## src/hw/rtl/mru_pkg.sv

```systemverilog
// ----------------------------------------------------------------------------
// mru_pkg
// shared types and constants of the move-to-front recently-used list
// ----------------------------------------------------------------------------
package mru_pkg;

  localparam int unsigned ListDepthDefault = 16;
  localparam int unsigned IdWidthDefault   = 32;
  localparam int unsigned ItemIdW          = 32;
  localparam int unsigned PosW             = 4;

  typedef enum logic [1:0] {
    OP_TOUCH  = 2'd0,
    OP_REMOVE = 2'd1,
    OP_CHECK  = 2'd2
  } op_e;

  typedef struct packed {
    logic [1:0]         operation;
    logic [ItemIdW-1:0] item_id;
  } in_t;

  typedef struct packed {
    logic            was_present;
    logic [PosW-1:0] hit_position;
  } out_t;

  // per-transaction update strobes broadcast to every cell
  typedef struct packed {
    logic touch_en;
    logic remove_en;
  } cell_ctrl_t;

endpackage

```

## src/hw/rtl/mru_move_to_front_list_core.sv

```systemverilog
// ----------------------------------------------------------------------------
// mru_move_to_front_list_core
// most-recently-used identifier list with move-to-front update
// ----------------------------------------------------------------------------
// usage
//   in channel  : in_valid_i / in_ready_o carry an operation (touch, remove,
//                 check; the unused code acts as a check) and an identifier
//   out channel : out_valid_o / out_ready_i carry one result per input
//                 transaction: was_present and the lowest matching slot
//   latency     : the result is valid the cycle after the input transaction
//   throughput  : one transaction per cycle; the row of slot cells compares
//                 and shifts in the same cycle, and the single output
//                 register takes a new result whenever it is empty or being
//                 drained
//   stall       : while out_ready_i is low with a result pending, in_ready_o
//                 drops and the list holds its contents
//   reset       : rst_ni clears every slot to zero and empties the output
//                 register; an empty slot holds zero so identifier zero
//                 matches it
// ----------------------------------------------------------------------------
module mru_move_to_front_list_core #(
  parameter int unsigned LIST_DEPTH = mru_pkg::ListDepthDefault,
  parameter int unsigned ID_WIDTH   = mru_pkg::IdWidthDefault
) (
  input  logic          clk_i,
  input  logic          rst_ni,
  input  logic          in_valid_i,
  output logic          in_ready_o,
  input  mru_pkg::in_t  in_data_i,
  output logic          out_valid_o,
  input  logic          out_ready_i,
  output mru_pkg::out_t out_data_o
);

  // handshake: the output register parts the two sides
  logic                out_valid_q;
  mru_pkg::out_t       out_q;
  logic                in_accept;

  assign in_ready_o = !out_valid_q || out_ready_i;
  assign in_accept  = in_valid_i && in_ready_o;

  // key is the identifier at the list's width
  logic [ID_WIDTH-1:0] key;
  assign key = ID_WIDTH'(in_data_i.item_id);

  // operation decode into broadcast strobes
  mru_pkg::cell_ctrl_t ctrl;

  always_comb begin
    ctrl = '0;
    unique case (in_data_i.operation)
      mru_pkg::OP_TOUCH:  ctrl.touch_en  = in_accept;
      mru_pkg::OP_REMOVE: ctrl.remove_en = in_accept;
      default:            ctrl = '0; // check and the unused code
    endcase
  end

  // chain wiring: slot k takes left from k-1 on a touch and right from
  // k+1 on a remove; hit and position ripple from the front slot
  logic [ID_WIDTH-1:0]      ids   [LIST_DEPTH];
  logic [LIST_DEPTH:0]      hit_chain;
  logic [mru_pkg::PosW-1:0] pos_chain [LIST_DEPTH+1];

  assign hit_chain[0] = 1'b0;
  assign pos_chain[0] = '0;

  for (genvar k = 0; k < LIST_DEPTH; k++) begin : g_cell
    logic [ID_WIDTH-1:0] left_id;
    logic [ID_WIDTH-1:0] right_id;

    // front slot receives the key, last slot is refilled with zero
    if (k == 0) begin : g_front
      assign left_id = key;
    end else begin : g_mid_left
      assign left_id = ids[k-1];
    end
    if (k == LIST_DEPTH - 1) begin : g_back
      assign right_id = '0;
    end else begin : g_mid_right
      assign right_id = ids[k+1];
    end

    mru_cell #(
      .IdWidth (ID_WIDTH),
      .CellIdx (k)
    ) u_cell (
      .clk_i      (clk_i),
      .rst_ni     (rst_ni),
      .key_i      (key),
      .ctrl_i     (ctrl),
      .left_id_i  (left_id),
      .right_id_i (right_id),
      .prev_hit_i (hit_chain[k]),
      .prev_pos_i (pos_chain[k]),
      .id_o       (ids[k]),
      .hit_o      (hit_chain[k+1]),
      .pos_o      (pos_chain[k+1])
    );
  end

  // result register
  mru_pkg::out_t out_d;
  logic          out_valid_d;

  always_comb begin
    out_d              = out_q;
    out_valid_d        = out_valid_q;
    if (out_ready_i) begin
      out_valid_d = 1'b0;
    end
    if (in_accept) begin
      out_d.was_present  = hit_chain[LIST_DEPTH];
      out_d.hit_position = pos_chain[LIST_DEPTH];
      out_valid_d        = 1'b1;
    end
  end

  always_ff @(posedge clk_i or negedge rst_ni) begin
    if (!rst_ni) begin
      out_valid_q <= 1'b0;
    end else begin
      out_valid_q <= out_valid_d;
    end
  end

  // payload needs no reset
  always_ff @(posedge clk_i) begin
    out_q <= out_d;
  end

  assign out_valid_o = out_valid_q;
  assign out_data_o  = out_q;

endmodule

```

## src/hw/rtl/mru_cell.sv

```systemverilog
// ----------------------------------------------------------------------------
// mru_cell
// one list slot: holds an identifier, compares it with the key and moves
// it toward either neighbor on a touch or a remove
// ----------------------------------------------------------------------------
module mru_cell #(
  parameter int unsigned IdWidth = mru_pkg::IdWidthDefault,
  parameter int unsigned CellIdx = 0
) (
  input  logic                      clk_i,
  input  logic                      rst_ni,
  input  logic [IdWidth-1:0]        key_i,
  input  mru_pkg::cell_ctrl_t       ctrl_i,
  input  logic [IdWidth-1:0]        left_id_i,
  input  logic [IdWidth-1:0]        right_id_i,
  input  logic                      prev_hit_i,
  input  logic [mru_pkg::PosW-1:0]  prev_pos_i,
  output logic [IdWidth-1:0]        id_o,
  output logic                      hit_o,
  output logic [mru_pkg::PosW-1:0]  pos_o
);

  logic [IdWidth-1:0] id_d, id_q;
  logic               match;

  assign match = (id_q == key_i);
  assign hit_o = prev_hit_i | match;
  // first match along the chain wins
  assign pos_o = prev_hit_i ? prev_pos_i
               : (match ? mru_pkg::PosW'(CellIdx) : '0);
  assign id_o  = id_q;

  always_comb begin
    id_d = id_q;
    if (ctrl_i.touch_en && !prev_hit_i) begin
      id_d = left_id_i;
    end else if (ctrl_i.remove_en && hit_o) begin
      id_d = right_id_i;
    end
  end

  always_ff @(posedge clk_i or negedge rst_ni) begin
    if (!rst_ni) begin
      id_q <= '0;
    end else begin
      id_q <= id_d;
    end
  end

endmodule
```

## config.mk

```make
export PLATFORM = sky130hd
export DESIGN_NAME = mru_move_to_front_list_core
export DESIGN_NICKNAME = d
export VERILOG_FILES = /design/src/hw/rtl/mru_pkg.sv /design/src/hw/rtl/mru_move_to_front_list_core.sv /design/src/hw/rtl/mru_cell.sv
export SDC_FILE = /design/constraint.sdc
export NUM_CORES = 1
export LEC_CHECK = 0
export ABC_CLOCK_PERIOD_IN_PS = 7850
export BUFFER_PORTS_ARGS = -buffer_cell sky130_fd_sc_hd__buf_2
export CAP_MARGIN = 20
export CORE_AREA = 3 3 324 326
export DETAILED_ROUTE_END_ITERATION = 12
export DIE_AREA = 0 0 327 329
export HOLD_SLACK_MARGIN = 0.06
export MAX_ROUTING_LAYER = met4
export SLEW_MARGIN = 30
export SYNTH_ARGS = -nofsm -noshare
export SYNTH_HDL_FRONTEND = slang
export SYNTH_SLANG_ARGS = --single-unit
```

## constraint.sdc

```tcl
create_clock -name clk_i -period 7.85 [get_ports clk_i]
set_input_delay 1.9625 -clock clk_i [delete_from_list [all_inputs] [get_ports clk_i]]
set_output_delay 1.9625 -clock clk_i [all_outputs]
set_load 0.01 [all_outputs]
```

==> impl_metrics.tcl <==
set metrics [dict create \
    place_congestion 0.956 \
    tightest_slew_ns 1.08 \
    period_needed_ns 5.60 \
    status "finished clean" \
    grt_pass1_wl_um 165000 \
    cts.repair.resized 0 \
    relSlewSlack_pct 28.0 \
    synth_seq_cells 518 \
    gr-usage-all-layers_pct 20.8 \
    place_ws_ns 1.68 \
    layoutNonFillerInstCount 4384 \
    maxSlewViolCount 0 \
    first_global_vias 23900 \
    max_freq_mhz 179 \
    cts_setup_buffers 0 \
    synth_largest_area_cell "dfrtp_1" \
    cts_buffers 56 \
    synthCells 3049 \
    hold_buffers 0 \
    sequentialPowerShare_pct 49.7 \
    synth.distinct_cells 60 \
    clk_pin_slew_ns 0.06 \
    peakVddDrop_v 0.000166 \
    max_cap_violations 0 \
    cts_tree "yes" \
    min-delay-path-class "flop to flop" \
    clkLatencyLatePin_ns 0.65 \
    wl_um 110000 \
    p_leak_nw 13.9 \
    io_pins 45 \
    start_util_pct 30.0 \
    areaGrowthSynthToFinish_pct 10.2 \
    fin_tns_setup_ns 0 \
    critPathMaxFanout 17 \
    cp_data_arrival_time_ns 6.11 \
    worst-setup-path-type "primary input to flop" \
    die_x_um 327 \
    clockBufferDepth 3 \
    fin_ws_ns 2.25 \
    synth_edf_count 5 \
    cts_sinks 518 \
    drt_iter0_drc 2459 \
    finalPower_mw 10.1 \
    ys.flop_type "dfrtp_1" \
    synth_area_mm2 0.0306 \
    finalCritPeriodShare_pct 71.3 \
    hold_violations 0 \
    dieHeight_um 329 \
    drc 0 \
    antenna_found_initial 2 \
    clkPwrFrac_pct 26.8 \
    ys_seq_area_share_pct 42.5 \
    hpwl_um 77700 \
    nNetsFinal 3007 \
    grt_max_degree 163 \
    synthTopCellsByArea "dfrtp_1 42%, mux2i_1 10%, xnor2_1 8.9%, xor2_1 5.7%, o21ai_0 3.7%" \
    rsz0062_at_grt "false" \
    switching_share_pct 37.9 \
    ant_nets 0 \
    whs_ns 0.527 \
    comb_power_share_pct 23.6 \
    core_mm2 0.102 \
    fin_skew_ns 0.0347 \
    switchingPower_mw 3.84 \
    yosysMostFrequentCell "dfrtp_1" \
    fin_area_mm2 0.0337 \
    start_kind "primary input" \
    layout-drive-gt1-share_pct 11.2 \
    synth_nets 3087 \
    end_kind "flop" \
    setup_viol 0 \
    wl_per_cell_um 25.2 \
    grt.overflow.total 0 \
    synthTopCellsByCount "513 x dfrtp_1, 320 x mux2i_1, 312 x xnor2_1, 226 x o21ai_0, 208 x nor2_1" \
    powerDensity_mw_per_mm2 300 \
    cts_root_buffer "clkbuf_16" \
    via_per_inst 5.46 \
    final_util_pct 33.0 \
    yosys_warnings 0 \
    via_count 24000 \
    timing.critical_path.required_ns 8.36 \
    place.port_buffers 44 \
    power.internal_mw 6.28 \
    placed_area_mm2 0.0318 \
    avgSynthCellArea_um2 10.0 \
    yosys.area.top_type_share_pct 42.0 \
    rows 117 \
    dieArea_mm2 0.108 \
    place_inst 4276 \
    postSynth.asyncResetShare_pct 99.0 \
    htree_num_levels 2 \
    drt_pass1_iterations 6 \
]
[layout make-up]
cell class / count / area, um2
fillers: 10500 / 68300
multi-input cells: 2266 / 16200
flip-flops and latches: 518 / 13000
well taps: 1368 / 1710
clock buffers: 86 / 1690
repair buffers: 108 / 836
clock inverters: 16 / 156
inverters: 19 / 71.3
diodes: 3 / 7.51
[sequential cells by signal, summed over array words and instances (netlist names)]
register	flops
out_valid_o	1
out_data_o	5
g_cell.u_cell.id_o	512
[cells by family after synthesis]
family                    synth area share (%)
AOI/OAI and AO/OA                         11.1
xor gates and xnor gates                  14.7
buffers and inverters                     5.05
DFF                                       42.5
muxes                                     15.2
and+or+nand+nor                           11.6
[worst paths after layout]
check,from,end,slack (ns),cells past startpoint
worst min register to register,g_cell[0].u_cell.id_o[26],g_cell[0].u_cell.id_o[26],0.53,2
max in group asynchronous,rst_ni,g_cell[3].u_cell.id_o[25],4.88,3
worst max-delay path,in_data_i[12],g_cell[9].u_cell.id_o[4],2.25,10
min in group asynchronous,rst_ni,g_cell[15].u_cell.id_o[6],1.20,1
worst min-delay path,g_cell[0].u_cell.id_o[26],g_cell[0].u_cell.id_o[26],0.53,2
worst max register to register,g_cell[0].u_cell.id_o[12],g_cell[9].u_cell.id_o[4],3.73,9
[metal layers]
metal	track usage (%)	routed length, um
met5	-	0
met4	8.93	5220
met3	3.88	8840
met2	31.2	49400
met1	27.5	47000
[placed cells by master, fill, tap and decap left out, drive strengths merged, types with 20 or more instances in the layout]
cell and count:
a21oi 194, nor4 71, clkbuf 86, nand4 99, inv 21, xnor2 312, a31oi 55, buf 108
xor2 200, mux2 128, nor2 209, nand2 161, o21ai 253, nand3 89, o2bb2ai 32, nor3 20
mux2i 320, dfrtp 513
[power groups by stage]
stage               Clock, mW  Combinational, mW  Sequential, mW
finish                   2.71               2.38            5.02
global route             2.87               2.64            5.10
CTS                      2.76               2.37            5.00
detailed placement          0               2.37            5.03
global placement            0               2.32            5.04
floorplan                   0               1.88            4.31
[worst max-delay path, stage by stage]
cell and delay, ns:
buf_2 0.55, xor2_1 0.15, nor4_1 0.57, nand4_1 0.32, or2_2 0.43, and4_2 0.42, a31oi_4 0.62, buf_4 0.38
mux2_2 0.37, mux2_1 0.29
(Power assumes the default switching activity.)
